## src/hdl/rmq_pkg.sv

```systemverilog
package rmq_pkg;

    localparam int FRAC_BITS = 14;
    localparam int ENT_W     = 16;
    localparam int COMP_W    = 16;
    // signed width of trace and root argument
    localparam int ARG_W     = (FRAC_BITS + 2 > ENT_W + 2) ? FRAC_BITS + 2 : ENT_W + 2;
    // root width; radicand is arg << FRAC_BITS, padded to an even width
    localparam int S_W       = (ARG_W - 1 + FRAC_BITS + 1) / 2;
    localparam int V_W       = 2 * S_W;
    localparam int R_W       = S_W + 2;
    // signed width of a sum of two entries
    localparam int N_W       = ENT_W + 1;
    localparam int Q_W       = COMP_W;
    localparam int DIV_W     = N_W + FRAC_BITS + S_W + Q_W + 1;

    localparam logic [1:0] BR_TRACE = 2'd0;
    localparam logic [1:0] BR_X     = 2'd1;
    localparam logic [1:0] BR_Y     = 2'd2;
    localparam logic [1:0] BR_Z     = 2'd3;

    localparam int QUEUE_DEPTH = 2;

    typedef struct packed {
        logic [1:0]                 br;
        logic                       bad;
        logic [ARG_W-2:0]           arg;
        logic [2:0][N_W-1:0]        n;
    } item_t;

    typedef struct packed {
        logic head_valid;
        logic full;
    } q_stat_t;

endpackage

```

## src/hdl/rmq_queue.sv

```systemverilog
module rmq_queue
    import rmq_pkg::*;
(
    input  logic    clk,
    input  logic    rst_n,
    input  logic    push,
    input  item_t   push_item,
    input  logic    pop,
    output item_t   head,
    output q_stat_t stat
);

    localparam int PTR_W = $clog2(QUEUE_DEPTH);

    item_t              mem_reg [QUEUE_DEPTH];
    logic [PTR_W-1:0]   wr_ptr_reg, rd_ptr_reg;
    logic [PTR_W:0]     count_reg, count_next;
    logic               do_pop;

    assign do_pop          = pop && (count_reg != '0);
    assign head            = mem_reg[rd_ptr_reg];
    assign stat.head_valid = (count_reg != '0);
    assign stat.full       = (count_reg == (PTR_W+1)'(QUEUE_DEPTH));

    always_comb
    begin
        count_next = count_reg;
        if (push && !do_pop)
        begin
            count_next = count_reg + 1'b1;
        end
        else if (do_pop && !push)
        begin
            count_next = count_reg - 1'b1;
        end
    end

    always_ff @(posedge clk or negedge rst_n)
    begin
        if (!rst_n)
        begin
            wr_ptr_reg <= '0;
            rd_ptr_reg <= '0;
            count_reg  <= '0;
        end
        else
        begin
            count_reg <= count_next;
            if (push)
            begin
                wr_ptr_reg <= PTR_W'(wr_ptr_reg + 1'b1);
            end
            if (do_pop)
            begin
                rd_ptr_reg <= PTR_W'(rd_ptr_reg + 1'b1);
            end
        end
    end

    always_ff @(posedge clk)
    begin
        if (push)
        begin
            mem_reg[wr_ptr_reg] <= push_item;
        end
    end

endmodule

```

## config.mk

```make
export PLATFORM = sky130hd
export DESIGN_NAME = rmq_queue
export DESIGN_NICKNAME = d
export VERILOG_FILES = /design/src/hdl/rmq_pkg.sv /design/src/hdl/rmq_queue.sv
export SDC_FILE = /design/constraint.sdc
export NUM_CORES = 1
export LEC_CHECK = 0
export BUFFER_PORTS_ARGS = -buffer_cell sky130_fd_sc_hd__buf_4
export CORE_ASPECT_RATIO = 1.25
export CORE_UTILIZATION = 50
export CTS_BUF_LIST = sky130_fd_sc_hd__clkbuf_8
export CTS_CLUSTER_DIAMETER = 60
export DETAILED_ROUTE_END_ITERATION = 12
export PLACE_DENSITY = 0.85
export SYNTH_ARGS = -nofsm -noshare
export SYNTH_HDL_FRONTEND = slang
export SYNTH_SLANG_ARGS = --single-unit
```

## constraint.sdc

```tcl
create_clock -name clk -period 6.6 [get_ports clk]
set_clock_uncertainty 0.15 [all_clocks]
set_input_delay 0.99 -clock clk [delete_from_list [all_inputs] [get_ports clk]]
set_output_delay 0.99 -clock clk [all_outputs]
set_load 0.02 [all_outputs]
```

==> results.cfg <==
[clock_network]
tritoncts = yes
clkSlewWorstSetupHoldPaths_ns = 0.08
numCtsBuffers = 17
cts.sinks = 146
cts.htree.levels = 4
clockBufferDepth = 2
insertion_delay_ns = 0.42
cts_root_buf = clkbuf_8
ctsResizeCount = 0
post_cts_buffers = 0
ctsHoldBuffers = 0

[sta]
fin_crit_ns = 3.65
period_share = 0.553
setup_viol = 0
slew_violations = 0
tns_ns = 0
fin_ws_ns = 2.95
tightest_slew_ns = 0.967
slew-limit-headroom = 0.355
rsz0062_at_grt = false
max_freq_mhz = 274
hold_viol = 0

[routing]
firstDrtPassIters = 4
vias_per_cell = 4.93
via_count = 2687
wl_met3_um = 645
drtAntennaViolNets = 0
initialDrtViolationCount = 151
wl_per_cell_um = 16.7
wl_met2_um = 4770
wl_um = 9110
drc = 0
routed.top_layer = met4
wl_met1_um = 3550

[synth]
ys_seq_area_frac = 0.771
synth_area_leaders = edfxtp_1 (75%), mux2_4 (18%), buf_12 (2.5%), dfrtp_1 (1.8%), xor2_1 (0.46%)
synth_top_area_cell = edfxtp_1
synth_top_family_by_area = multiplexers
ys_warn_count = 0
avgSynthCellArea_um2 = 23.9
yosysUniqueCellTypes = 14
synth_compound_area_frac = 0
synth_seq_cells = 146
synth-simple-area-share = 0.00574
synth_area_um2 = 5660
synth_nets = 313
synth_xor_xnor_area_share = 0.00773
synth_fa_ha_area_frac = 0.00221
synth.top_cell.area_share = 0.753
syn_inst = 237
muxShareOfSynthArea = 0.187

[floorplan]
core_region_area_um2 = 11100
die_w_um = 97.2
row_count = 43
die_area_um2 = 11800
initial_core_util = 0.511
die_h_um = 121
ioPinCount = 148

[setup_path]
path_delay_family = buffers and inverters
worst_path_largest_cell_delay_ns = 0.81
critPathLaunch = rd_ptr_reg$_DFFE_PN0P_
r2r-start = wr_ptr_reg$_DFFE_PN0P_
crit_buf_inv = 2
endpoint_kind = output port
crit_slowest_cell = dfrtp_4
criticalPathCategory = reg2out
crit_path_frequent_cell = buf_4
cp_cell_sequence = buf_4 -> mux2_4 -> buf_4
arrival_ns = 2.51
cp_max_fo = 43
required_ns = 5.46
critPathLaunchType = flip-flop

[cells_and_area]
n_antenna_cell = 0
largest_reg_flops = 142
fin_nets = 473
syn2layout_area_growth_pct = 27.8
fillers = 747
drive_gt1_frac = 0.615

[place]
place_ws_ns = 3.39
dp_hpwl_um = 5880
globalplace.congestion = 0.685
port_buffers = 147

[global_routing]
grt_start_max_net_pins = 72
grt_pass1_vias = 2800
grtUsageTotal = 0.159
grt-ovfl-total = 0
grt_pass1_wl_um = 13900
antenna_found_initial = 0

[power]
p_leak_uw = 0.00293
peakVddDrop_uv = 275
pwr_density_cell_nw_per_um2 = 444

[status]
outcome = finished clean

[run]
drv_cap = 0

[hold_path]
holdCritPathClass = in2async
[per-stage QoR]
step	cells	total power, µW	utilization	hold slack, ns	instance area (µm²)
after floorplan	237	2200	-	0.298	5660
after global placement	513	2490	0.615	0.319	6810
after detailed placement	513	2520	0.615	0.340	6810
after CTS	545	3250	0.653	0.171	7240
after global routing	545	3350	0.653	0.167	7240
final	545	3220	0.653	0.200	7240
[path summary, 6_finish.rpt]
path                                       endpoint  slack, ns  cells after the start
setup / recovery                           head[68]       2.95                      3
hold / removal               wr_ptr_reg$_DFFE_PN0P_       0.20                      1
setup reg to reg            mem_reg[0][6]$_DFFE_PP_       4.28                      2
hold reg to reg            count_reg[1]$_DFFE_PN0P_       0.35                      1
max in group asynchronous    rd_ptr_reg$_DFFE_PN0P_       5.99                      1
min in group clk           count_reg[1]$_DFFE_PN0P_       0.35                      1
[cell usage in the layout, fill, tap and decap left out]
cell type | synthesis | layout
dfrtp_4 | 0 | 1
nor2b_4 | 0 | 1
nor2b_1 | 2 | 1
inv_1 | 0 | 1
bufinv_16 | 0 | 4
ha_1 | 1 | 1
edfxtp_1 | 142 | 142
and2_4 | 0 | 1
mux2_2 | 2 | 2
clkinvlp_4 | 0 | 2
inv_6 | 0 | 1
dfrtp_1 | 4 | 3
nand2_1 | 1 | 1
or2_1 | 1 | 1
clkinv_1 | 0 | 2
xnor2_1 | 2 | 2
mux2_4 | 69 | 69
xor2_1 | 3 | 3
nor2_1 | 1 | 1
clkinv_2 | 0 | 2
clkinv_4 | 0 | 3
buf_4 | 0 | 149
clkbuf_8 | 0 | 17
[Yosys cell counts, drive strengths merged]
cell    number
and2         1
buf          8
dfrtp        4
edfxtp     142
ha           1
mux2        71
nand2        1
nor2         1
nor2b        2
or2          1
xnor2        2
xor2         3
[worst reg2reg max path: cells and delay by family (launching register included)]
family        cells  cell delay, ns
buf+inv           1            0.63
flops             1            0.43
simple gates      1            0.72
[kinds of logic (layout without fill, tap and decap cells)]
family / after synthesis / after routing
XOR/XNOR: 5 / 5
adder cells (fa/ha/maj): 1 / 1
buffers and inverters: 8 / 181
flip-flops: 146 / 146
multiplexers: 71 / 71
AND/OR/NAND/NOR: 6 / 6
[where the power goes]
part	internal, µW	switching [µW]	total, µW	leakage (µW)
clock network	409	327	736	0.000212
registers	1230	100	1330	0.00138
logic	590	556	1150	0.00134
[layout make-up]
class / count / area [µm²] / area share
flip-flops and latches: 146 / 4370 / 0.603
multi-input cells: 83 / 1160 / 0.160
repair buffers: 149 / 1120 / 0.155
clock buffers: 17 / 234 / 0.0323
clock inverters: 15 / 191 / 0.0264
well taps: 135 / 169 / 0.0233
[metal layers]
metal	up-vias	global-route usage
li1	1249	-
met1	1317	0.177
met2	108	0.266
met3	13	0.0697
met4	0	0.0662
met5	-	0
(Power assumes the default switching activity.)
