<file path="config.mk">
export PLATFORM = sky130hd
export DESIGN_NAME = rmq_front
export DESIGN_NICKNAME = d
export VERILOG_FILES = /design/src/hdl/rmq_pkg.sv /design/src/hdl/rmq_front.sv
export SDC_FILE = /design/constraint.sdc
export NUM_CORES = 1
export LEC_CHECK = 0
export ABC_AREA = 0
export BUFFER_PORTS_ARGS = -buffer_cell sky130_fd_sc_hd__buf_2
export CAP_MARGIN = 20
export CORE_MARGIN = 2
export CORE_UTILIZATION = 40
export DETAILED_ROUTE_END_ITERATION = 10
export GPL_TIMING_DRIVEN = 0
export PLACE_DENSITY = 0.71
export SYNTH_ARGS = -nofsm -noshare
export SYNTH_HDL_FRONTEND = slang
export SYNTH_SLANG_ARGS = --single-unit
</file>
<file path="constraint.sdc">
create_clock -name vclk -period 19.15
set_clock_uncertainty 0.15 [all_clocks]
set_input_delay 4.7875 -clock vclk [all_inputs]
set_output_delay 4.7875 -clock vclk [all_outputs]
set_load 0.05 [all_outputs]
</file>
<file path="src/hdl/rmq_pkg.sv">
package rmq_pkg;

    localparam int FRAC_BITS = 14;
    localparam int ENT_W     = 16;
    localparam int COMP_W    = 16;
    // signed width of trace and root argument
    localparam int ARG_W     = (FRAC_BITS + 2 > ENT_W + 2) ? FRAC_BITS + 2 : ENT_W + 2;
    // root width; radicand is arg << FRAC_BITS, padded to an even width
    localparam int S_W       = (ARG_W - 1 + FRAC_BITS + 1) / 2;
    localparam int V_W       = 2 * S_W;
    localparam int R_W       = S_W + 2;
    // signed width of a sum of two entries
    localparam int N_W       = ENT_W + 1;
    localparam int Q_W       = COMP_W;
    localparam int DIV_W     = N_W + FRAC_BITS + S_W + Q_W + 1;

    localparam logic [1:0] BR_TRACE = 2'd0;
    localparam logic [1:0] BR_X     = 2'd1;
    localparam logic [1:0] BR_Y     = 2'd2;
    localparam logic [1:0] BR_Z     = 2'd3;

    localparam int QUEUE_DEPTH = 2;

    typedef struct packed {
        logic [1:0]                 br;
        logic                       bad;
        logic [ARG_W-2:0]           arg;
        logic [2:0][N_W-1:0]        n;
    } item_t;

    typedef struct packed {
        logic head_valid;
        logic full;
    } q_stat_t;

endpackage

</file>
<file path="src/hdl/rmq_front.sv">
module rmq_front
    import rmq_pkg::*;
(
    input  logic                     in_valid,
    input  logic                     full,
    input  logic signed [ENT_W-1:0]  m00,
    input  logic signed [ENT_W-1:0]  m01,
    input  logic signed [ENT_W-1:0]  m02,
    input  logic signed [ENT_W-1:0]  m10,
    input  logic signed [ENT_W-1:0]  m11,
    input  logic signed [ENT_W-1:0]  m12,
    input  logic signed [ENT_W-1:0]  m20,
    input  logic signed [ENT_W-1:0]  m21,
    input  logic signed [ENT_W-1:0]  m22,
    output logic                     push,
    output logic                     stall,
    output item_t                    item
);

    localparam logic signed [ARG_W-1:0] ONE = ARG_W'(1) << FRAC_BITS;

    logic signed [ARG_W-1:0] d0, d1, d2, trace, arg;
    logic signed [N_W-1:0]   e01, e02, e10, e12, e20, e21;

    assign d0  = ARG_W'(m00);
    assign d1  = ARG_W'(m11);
    assign d2  = ARG_W'(m22);
    assign e01 = N_W'(m01);
    assign e02 = N_W'(m02);
    assign e10 = N_W'(m10);
    assign e12 = N_W'(m12);
    assign e20 = N_W'(m20);
    assign e21 = N_W'(m21);

    assign trace = d0 + d1 + d2;
    assign stall = full;
    assign push  = in_valid && !full;

    always_comb
    begin
        priority if (trace > 0)
        begin
            item.br   = BR_TRACE;
            arg       = ONE + trace;
            item.n[0] = e21 - e12;
            item.n[1] = e02 - e20;
            item.n[2] = e10 - e01;
        end
        else if (m00 > m11 && m00 > m22)
        begin
            item.br   = BR_X;
            arg       = ONE + d0 - d1 - d2;
            item.n[0] = e10 + e01;
            item.n[1] = e02 + e20;
            item.n[2] = e21 - e12;
        end
        else if (m11 > m22)
        begin
            item.br   = BR_Y;
            arg       = ONE + d1 - d0 - d2;
            item.n[0] = e10 + e01;
            item.n[1] = e21 + e12;
            item.n[2] = e02 - e20;
        end
        else
        begin
            item.br   = BR_Z;
            arg       = ONE + d2 - d0 - d1;
            item.n[0] = e02 + e20;
            item.n[1] = e21 + e12;
            item.n[2] = e10 - e01;
        end
        item.bad = (arg <= 0);
        item.arg = item.bad ? '0 : arg[ARG_W-2:0];
    end

endmodule

</file>
==> results.txt, run 1 <==
- Maximum capacitance violations: 0
- Entering global routing, the biggest net connects 11 pins.
- In the routed design, unresolved DRC markers number 0.
* Highest ir drop seen on vdd: 0.0702 mV
- At the end of routability-driven placement, the weighted congestion stood at 0.981.
- Result of the run: complete, no violations
- Synth warn: 0
- The die covers 32,700 um2.
- In this run the worst path has a maximum fanout of 10.
- Across the whole layout, storage elements account for 0 um2.
- For this design the ratio of total power to cell area is 82.5 nW/um2.
- Setup repair after global routing missed its margin: false
- From left edge to right edge, the die measures 181 um.
- Static timing analysis puts the maximum clock frequency at 66.8 MHz.
* FF+latch count: 0
- Final clock period utilization by the worst path: 78.1%
* Critical path startpoint category: input pin
* Vias per Instance: 5.54
* Die span in y: 181 um
- Number of antenna-violating nets in the routed design: 0
- Excluding fillers, the count of instances in the completed layout stands at 2,241.
* Final WL: 42,000 um
- Total setup violations reported at the end of the flow: 0
- Post-Syn Instances: 1,620
- Clock buffers: 0
- sky130_fd_sc_hd__ha_1 takes more of the synthesized area than any other cell.
- Worst slew margin relative to its limit: 35.9%
- The via count of the first global-routing pass was 12,230.
- Subtracting the final worst setup slack from the clock period gives 14.96 ns.
* # placed instances: 2,235
* Tightest Pin Transition: 0.948 ns
- The first global-routing pass estimated 64,400 um of wire.
- Arr. time, crit path: 10.03 ns
* Number of rows created at floorplan: 64
* Mapped cell area: 12,500 um2
- Routed via count: 12,415
- Share of the synthesized area in the top cell type: 29.7%
- Length of the first detailed-routing pass in iterations: 5
- Dividing the detail-routed wire length by the instance count gives 18.7 um.
- For this run, the total global-route usage over all layers was measured as 24.6%.
- The number of antenna violations at the first check in global routing was 6.
* Number of pins exceeding their max-slew limit in the final report: 0
- Starting density of the core: 40.8%
- STA classifies the critical path endpoint as an output pin.
- Hold Crit Class: input pin to output pin
- From synthesis to final layout, the design area changed by 12.8%.
- During placement, the flow inserted port buffers numbering 219.
* HPWL after detailed placement: 36,800 um
- The critical path is of the input pin to output pin type.
- Register area share after synthesis: 0%
- At the worst endpoint, the required time is 14.21 ns.
- Core occupancy in the finished layout: 46.0%
- The post-route netlist has 15.2% of its cells at a drive strength greater than 1.
- After the last flow step, the layout net total stands at 2,362.
- Summed over all failing endpoints, the final setup total negative slack is 0 ns.
- Top cells by area in the synthesized netlist: sky130_fd_sc_hd__ha_1 30%, sky130_fd_sc_hd__fa_1 12%, sky130_fd_sc_hd__xnor2_1 6.4%
- The final count of hold timing violations is 0.
- CORE AREA: 30,700 um2
- Violation count after the first detailed-route iteration: 862
- Count of instances resized after the clock tree is built: 0
* GRT overflow: 0
- Syn Nets: 2,141
- Average instance area after synthesis: 7.72 um2
* Number of top-level design ports: 219
- Hold buffers post-CTS: 0
- Static leakage: 0.00715 uW
- Unique cell type count in the Yosys netlist: 85
* Number of post-CTS setup repair buffers: 0
-- critical path: stages --
cell and delay (ns):
sky130_fd_sc_hd__buf_2 0.16, sky130_fd_sc_hd__fa_1 0.50, sky130_fd_sc_hd__ha_1 0.26, sky130_fd_sc_hd__fa_1 0.49, sky130_fd_sc_hd__a211oi_2 0.33, sky130_fd_sc_hd__o21ai_1 0.18
sky130_fd_sc_hd__a21oi_1 0.28, sky130_fd_sc_hd__o21ai_0 0.16, sky130_fd_sc_hd__a41oi_1 0.33, sky130_fd_sc_hd__xnor2_1 0.23, sky130_fd_sc_hd__inv_1 0.08, sky130_fd_sc_hd__ha_1 0.22
sky130_fd_sc_hd__nand4_1 0.11, sky130_fd_sc_hd__nor4_2 0.06, sky130_fd_sc_hd__nor2_2 0.22, sky130_fd_sc_hd__buf_2 0.34, sky130_fd_sc_hd__clkbuf_1 0.42, sky130_fd_sc_hd__nor2_1 0.11
sky130_fd_sc_hd__a21oi_1 0.39, sky130_fd_sc_hd__buf_2 0.35
-- layout by cell type, fill, tap and decap left out, types with 7 or more instances in the layout --
master,synthesis,layout
sky130_fd_sc_hd__a22oi_1,17,17
sky130_fd_sc_hd__nor2b_1,31,31
sky130_fd_sc_hd__nand3_1,24,24
sky130_fd_sc_hd__or3_1,12,12
sky130_fd_sc_hd__inv_1,187,187
sky130_fd_sc_hd__ha_1,297,297
sky130_fd_sc_hd__a21o_1,36,36
sky130_fd_sc_hd__nor4_1,7,7
sky130_fd_sc_hd__mux2_2,7,7
sky130_fd_sc_hd__a211oi_1,17,17
sky130_fd_sc_hd__xnor2_1,92,92
sky130_fd_sc_hd__a31oi_1,12,12
sky130_fd_sc_hd__o21bai_1,17,17
sky130_fd_sc_hd__fa_1,78,78
sky130_fd_sc_hd__xor2_1,36,36
sky130_fd_sc_hd__mux2i_1,19,19
sky130_fd_sc_hd__nand2_1,97,97
sky130_fd_sc_hd__o31ai_1,11,11
sky130_fd_sc_hd__nand2b_1,15,15
sky130_fd_sc_hd__nor2_1,136,136
sky130_fd_sc_hd__and3_1,8,8
sky130_fd_sc_hd__or2_2,7,7
sky130_fd_sc_hd__buf_2,11,230
sky130_fd_sc_hd__o21a_1,15,15
sky130_fd_sc_hd__clkbuf_1,31,31
sky130_fd_sc_hd__o21ai_0,82,82
sky130_fd_sc_hd__a21boi_0,8,8
sky130_fd_sc_hd__o211ai_1,12,12
sky130_fd_sc_hd__o22ai_1,18,18
sky130_fd_sc_hd__nor3_1,47,47
sky130_fd_sc_hd__a21oi_1,115,115
-- path summary, 6_finish.rpt --
path,endpoint,from,slack (ns),depth (start not counted)
setup / recovery,item[1],m00[1],4.19,20
hold / removal,push,full,9.74,3
-- synthesized netlist by cell type (18+ instances only) --
library cell and n:
sky130_fd_sc_hd__a21o_1 36, sky130_fd_sc_hd__a21oi_1 115, sky130_fd_sc_hd__clkbuf_1 31, sky130_fd_sc_hd__fa_1 78
sky130_fd_sc_hd__ha_1 297, sky130_fd_sc_hd__inv_1 187, sky130_fd_sc_hd__mux2i_1 19, sky130_fd_sc_hd__nand2_1 97
sky130_fd_sc_hd__nand3_1 24, sky130_fd_sc_hd__nor2_1 136, sky130_fd_sc_hd__nor2b_1 31, sky130_fd_sc_hd__nor3_1 47
sky130_fd_sc_hd__o21ai_0 82, sky130_fd_sc_hd__o22ai_1 18, sky130_fd_sc_hd__xnor2_1 92, sky130_fd_sc_hd__xor2_1 36
-- layer usage --
| layer | routed length, um | vias up | GRT usage, % |
|---|---|---|---|
| li1 | - | 6017 | - |
| met4 | 1870 | 0 | 9.23 |
| met3 | 2940 | 82 | 2.48 |
| met2 | 20100 | 517 | 43.5 |
| met5 | 0 | - | 0 |
| met1 | 17100 | 5799 | 30.7 |
-- report_power, final --
| group | leakage [uW] | total, uW | internal [uW] | switching (uW) |
|---|---|---|---|---|
| Clock | 0.0000000380 | 0.0000420 | 0.0000420 | 0 |
| Sequential | 0 | 0 | 0 | 0 |
| Combinational | 0.00715 | 1160 | 362 | 802 |
| Total | 0.00715 | 1160 | 362 | 802 |
-- through the flow --
| stage | hold WS (ns) | power, uW | setup slack [ns] | instance area [um2] |
|---|---|---|---|---|
| floorplan | 9.59 | 829 | 4.71 | 12500 |
| detailed placement | 9.75 | 1140 | 4.29 | 14100 |
| global route | 9.78 | 1240 | 3.99 | 14100 |
| finish | 9.74 | 1160 | 4.19 | 14100 |
| global placement | 9.74 | 1140 | 4.34 | 14100 |
| CTS | 9.75 | 1150 | 4.24 | 14100 |
-- final cells by class --
type	instances	area, um2
Fill cell	3145	16600
Antenna cell	6	15.0
Buffer	51	239
Multi-Input combinational cell	1381	11600
Timing Repair Buffer	219	1100
Tap cell	396	495
Inverter	188	706
-- cell families (layout without fill, tap and decap cells) --
family / after synthesis / count (layout) / synth area share, %
AOI/OAI and AO/OA: 431 / 431 / 22.9
xor gates and xnor gates: 128 / 128 / 8.96
adders and majority gates: 375 / 375 / 42.2
buffers and inverters: 239 / 458 / 7.55
muxes: 29 / 29 / 2.47
other: 0 / 6 / 0
and+or+nand+nor: 418 / 418 / 15.9
Note: power is estimated with default switching activity, not from simulation.
==> inputs of run 2 (changes only) <==
- ABC_AREA: 0 -> 1
- PLACE_DENSITY: 0.71 -> 0.73
- clock period: 19.15 -> 13.75 ns (I/O delays scaled with it)
==> results.txt, run 2 <==
- Most frequent cells after synthesis: 462 x sky130_fd_sc_hd__nand2_1, 346 x sky130_fd_sc_hd__inv_1, 297 x sky130_fd_sc_hd__ha_1
- The post-cts resize count was 0 (unchanged).
* Worst Min Path Start: full
- In the layout the commonest cells are 462 x sky130_fd_sc_hd__nand2_1, 346 x sky130_fd_sc_hd__inv_1, 297 x sky130_fd_sc_hd__ha_1.
* Number of pins exceeding their max-slew limit in the final report: 0 (unchanged)
* Vias per Instance: 5.17 (-6.6%)
* Critical path startpoint category: input pin
* Die span in y: 187 um (+3.2%)
- The routed wire length came to 46,200 um (+9.9%).
- The count of port buffers added during placement was 219 (unchanged).
* P&R area growth vs syn: 12.4%
- First-pass GRT wire length: 73,000 um (+13%)
- Length of the first detailed-routing pass in iterations: 6 (+1)
* HPWL after detailed placement: 40,900 um (+11%)
* Area leader, netlist: sky130_fd_sc_hd__ha_1
- Power density of the placed cells: 113 nW/um2 (+37%)
* CORE AREA: 32,700 um2 (+6.6%)
- The run finished with clean final reports.
- Total setup violations reported at the end of the flow: 0 (unchanged)
- The residual antenna-violating net count after detailed routing was 0 (unchanged).
- Critical path class: input pin to output pin
- Time the final worst path needs with I/O delays and setup: 12.22 ns
* Most common cell after layout, fill and taps aside: sky130_fd_sc_hd__nand2_1
- The largest vdd supply drop was 0.110 mV (+57%).
* Reg area: 0 um2 (unchanged)
- Routed via count: 14,098 (+14%)
* Starting density of the core: 40.8% (+0.041 points)
- Setup repair after global routing missed its margin: false
* Remaining DRCs: 0 (unchanged)
- The cell leakage power came to 0.00861 uW (+20%).
- Mapped cell area: 13,300 um2 (+6.7%)
* Most common cell in the synthesized netlist: sky130_fd_sc_hd__nand2_1
- The total routing resource utilization after global routing is 25.7% (+1.1 points).
- The number of unique standard cell types used by synthesis is 52 (-39%).
- The cell depth of the worst min-delay path is 3 (unchanged).
- The net count after synthesis was 2,581 (+21%).
* Antenna violations before repair: 3 (-3)
- The average wire length per cell after detail routing came to 16.9 um (-9.6%).
* Maximum capacitance violations: 0 (unchanged)
- The portion of synthesized cell area occupied by the leading cell type came to 27.8% (-1.9 points).
- Final clock period utilization by the worst path: 88.9%
- Register area share after synthesis: 0% (unchanged)
* Fraction of final layout cells with drive strength greater than 1: 12.5% (-2.7 points)
* Via count of the first global-routing pass: 14,113 (+15%)
* Hold buffers post-CTS: 0 (unchanged)
- The endpoint required time on the critical path came to 10.16 ns (-4.05 ns).
- The number of standard-cell rows in the floorplan was 66 (+3.1%).
- Hold path endpoint: push
- The worst setup path is captured at an output pin.
- The tightest min-delay check is of the input pin to output pin type.
- The measured slew at the worst slew-check pin is 0.769 ns (-0.179 ns).
- The remaining global-route overflow came to 0 (unchanged).
- Number of post-CTS setup repair buffers: 0 (unchanged)
- Width of the chip: 187 um (+3.2%)
- The violation count after the first detailed-route iteration is 852 (-1.2%).
* Highest clock frequency the design can meet: 81.8 MHz
- In the post-synthesis netlist, the biggest area contributors are sky130_fd_sc_hd__ha_1 28%, sky130_fd_sc_hd__nand2_1 13%, sky130_fd_sc_hd__fa_1 12%.
- The arrival time reported for the critical path endpoint was 8.63 ns (-1.40 ns).
* Die area: 34,800 um2 (+6.6%)
- The count of warnings emitted by yosys is 0 (unchanged).
* Final Net Count: 2,802 (+19%)
- The final count of hold timing violations came to 0 (unchanged).
- The cell count after synthesis came to 2,060 (+27%).
* Maximum number of pins on one net before global-route repair: 11 (unchanged)
- The synthesized area divided by synthesized cell count was 6.48 um2 (-16%).
- Worst slew margin relative to its limit: 48.5% (+13 points)
* FF+latch count: 0 (unchanged)
- Max FO, Critical Path: 10 (unchanged)
* Clock buffers: 0 (unchanged)
* Post-Route Setup TNS: 0 ns (unchanged)
- The count of pins on the block boundary was 219 (unchanged).
- The final design utilization is 45.9% (-0.12 points).
* Weighted congestion reported at the end of routability-driven placement: 1.00 (+2.0%)
==> run 2: layer usage <==
| metal | global-route usage, % | vias to the layer above | wire, um |
|---|---|---|---|
| li1 | - | 7038 | - |
| met2 | 46.6 | 498 | 22200 |
| met3 | 1.67 | 70 | 2730 |
| met4 | 7.26 | 0 | 1460 |
| met1 | 32.6 | 6492 | 19800 |
| met5 | 0 | - | 0 |
==> run 2: where the power goes <==
| group | leakage (uW) | switching [uW] | internal [uW] |
|---|---|---|---|
| Combinational | 0.00861 | 1220 | 480 |
| Clock | 0.0000000254 | 0 | 0.0000389 |
| Sequential | 0 | 0 | 0 |
==> run 2: cells by family (layout without fill, tap and decap cells) <==
| kind of cell | count (synthesis) | in the layout | share of synthesized area (%) |
|---|---|---|---|
| adders and majority gates | 375 | 375 | 39.5 |
| and+or+nand+nor | 821 | 821 | 26.4 |
| other | 0 | 4 | 0 |
| xor gates and xnor gates | 107 | 107 | 7.02 |
| AOI/OAI and AO/OA | 353 | 353 | 15.3 |
| buffers and inverters | 404 | 623 | 11.8 |
==> run 2: area by class of cell <==
cell class | instances | area, um2
fill | 3474 | 17700
multi-input combinational | 1656 | 11800
inverter | 352 | 1320
timing repair buffer | 219 | 1100
tap | 442 | 553
buffer | 52 | 249
antenna | 4 | 10.0
==> run 2: worst max-delay path, stage by stage <==
cell and delay (ns):
sky130_fd_sc_hd__buf_2 0.15, sky130_fd_sc_hd__inv_1 0.14, sky130_fd_sc_hd__fa_1 0.55, sky130_fd_sc_hd__inv_1 0.11, sky130_fd_sc_hd__ha_1 0.39, sky130_fd_sc_hd__nand2_1 0.12, sky130_fd_sc_hd__nor2_1 0.18, sky130_fd_sc_hd__nand3_1 0.15
sky130_fd_sc_hd__nand3_1 0.13, sky130_fd_sc_hd__a31o_2 0.16, sky130_fd_sc_hd__xor2_1 0.34, sky130_fd_sc_hd__ha_1 0.28, sky130_fd_sc_hd__nand4_1 0.11, sky130_fd_sc_hd__nor2_1 0.16, sky130_fd_sc_hd__nand3_1 0.08, sky130_fd_sc_hd__nor2_1 0.17
sky130_fd_sc_hd__nand4_2 0.17, sky130_fd_sc_hd__nand2_4 0.16, sky130_fd_sc_hd__inv_2 0.05, sky130_fd_sc_hd__buf_4 0.18, sky130_fd_sc_hd__nor2_2 0.25, sky130_fd_sc_hd__inv_1 0.17, sky130_fd_sc_hd__buf_2 0.23, sky130_fd_sc_hd__o221ai_1 0.40
sky130_fd_sc_hd__buf_2 0.36
==> run 2: per-stage QoR <==
step	instances	area, um2	hold slack [ns]	power (uW)	worst slack (ns)
floorplan	2060	13300	6.89	1210	1.76
global placement	2721	15000	7.04	1670	1.57
detailed placement	2721	15000	7.05	1670	1.56
CTS	2721	15000	7.05	1680	1.53
global route	2724	15000	7.07	1840	1.22
finish	2725	15000	7.05	1700	1.53
==> run 2: worst max path at each step <==
| stage | from | endpoint | slack (ns) | cells past startpoint |
|---|---|---|---|---|
| floorplan | m00[1] | item[50] | 1.76 | 24 |
| global placement | m00[4] | item[15] | 1.57 | 25 |
| detailed placement | m00[4] | item[11] | 1.56 | 25 |
| CTS | m00[4] | item[11] | 1.53 | 25 |
| global route | m00[4] | item[11] | 1.22 | 25 |
| finish | m00[4] | item[15] | 1.53 | 25 |
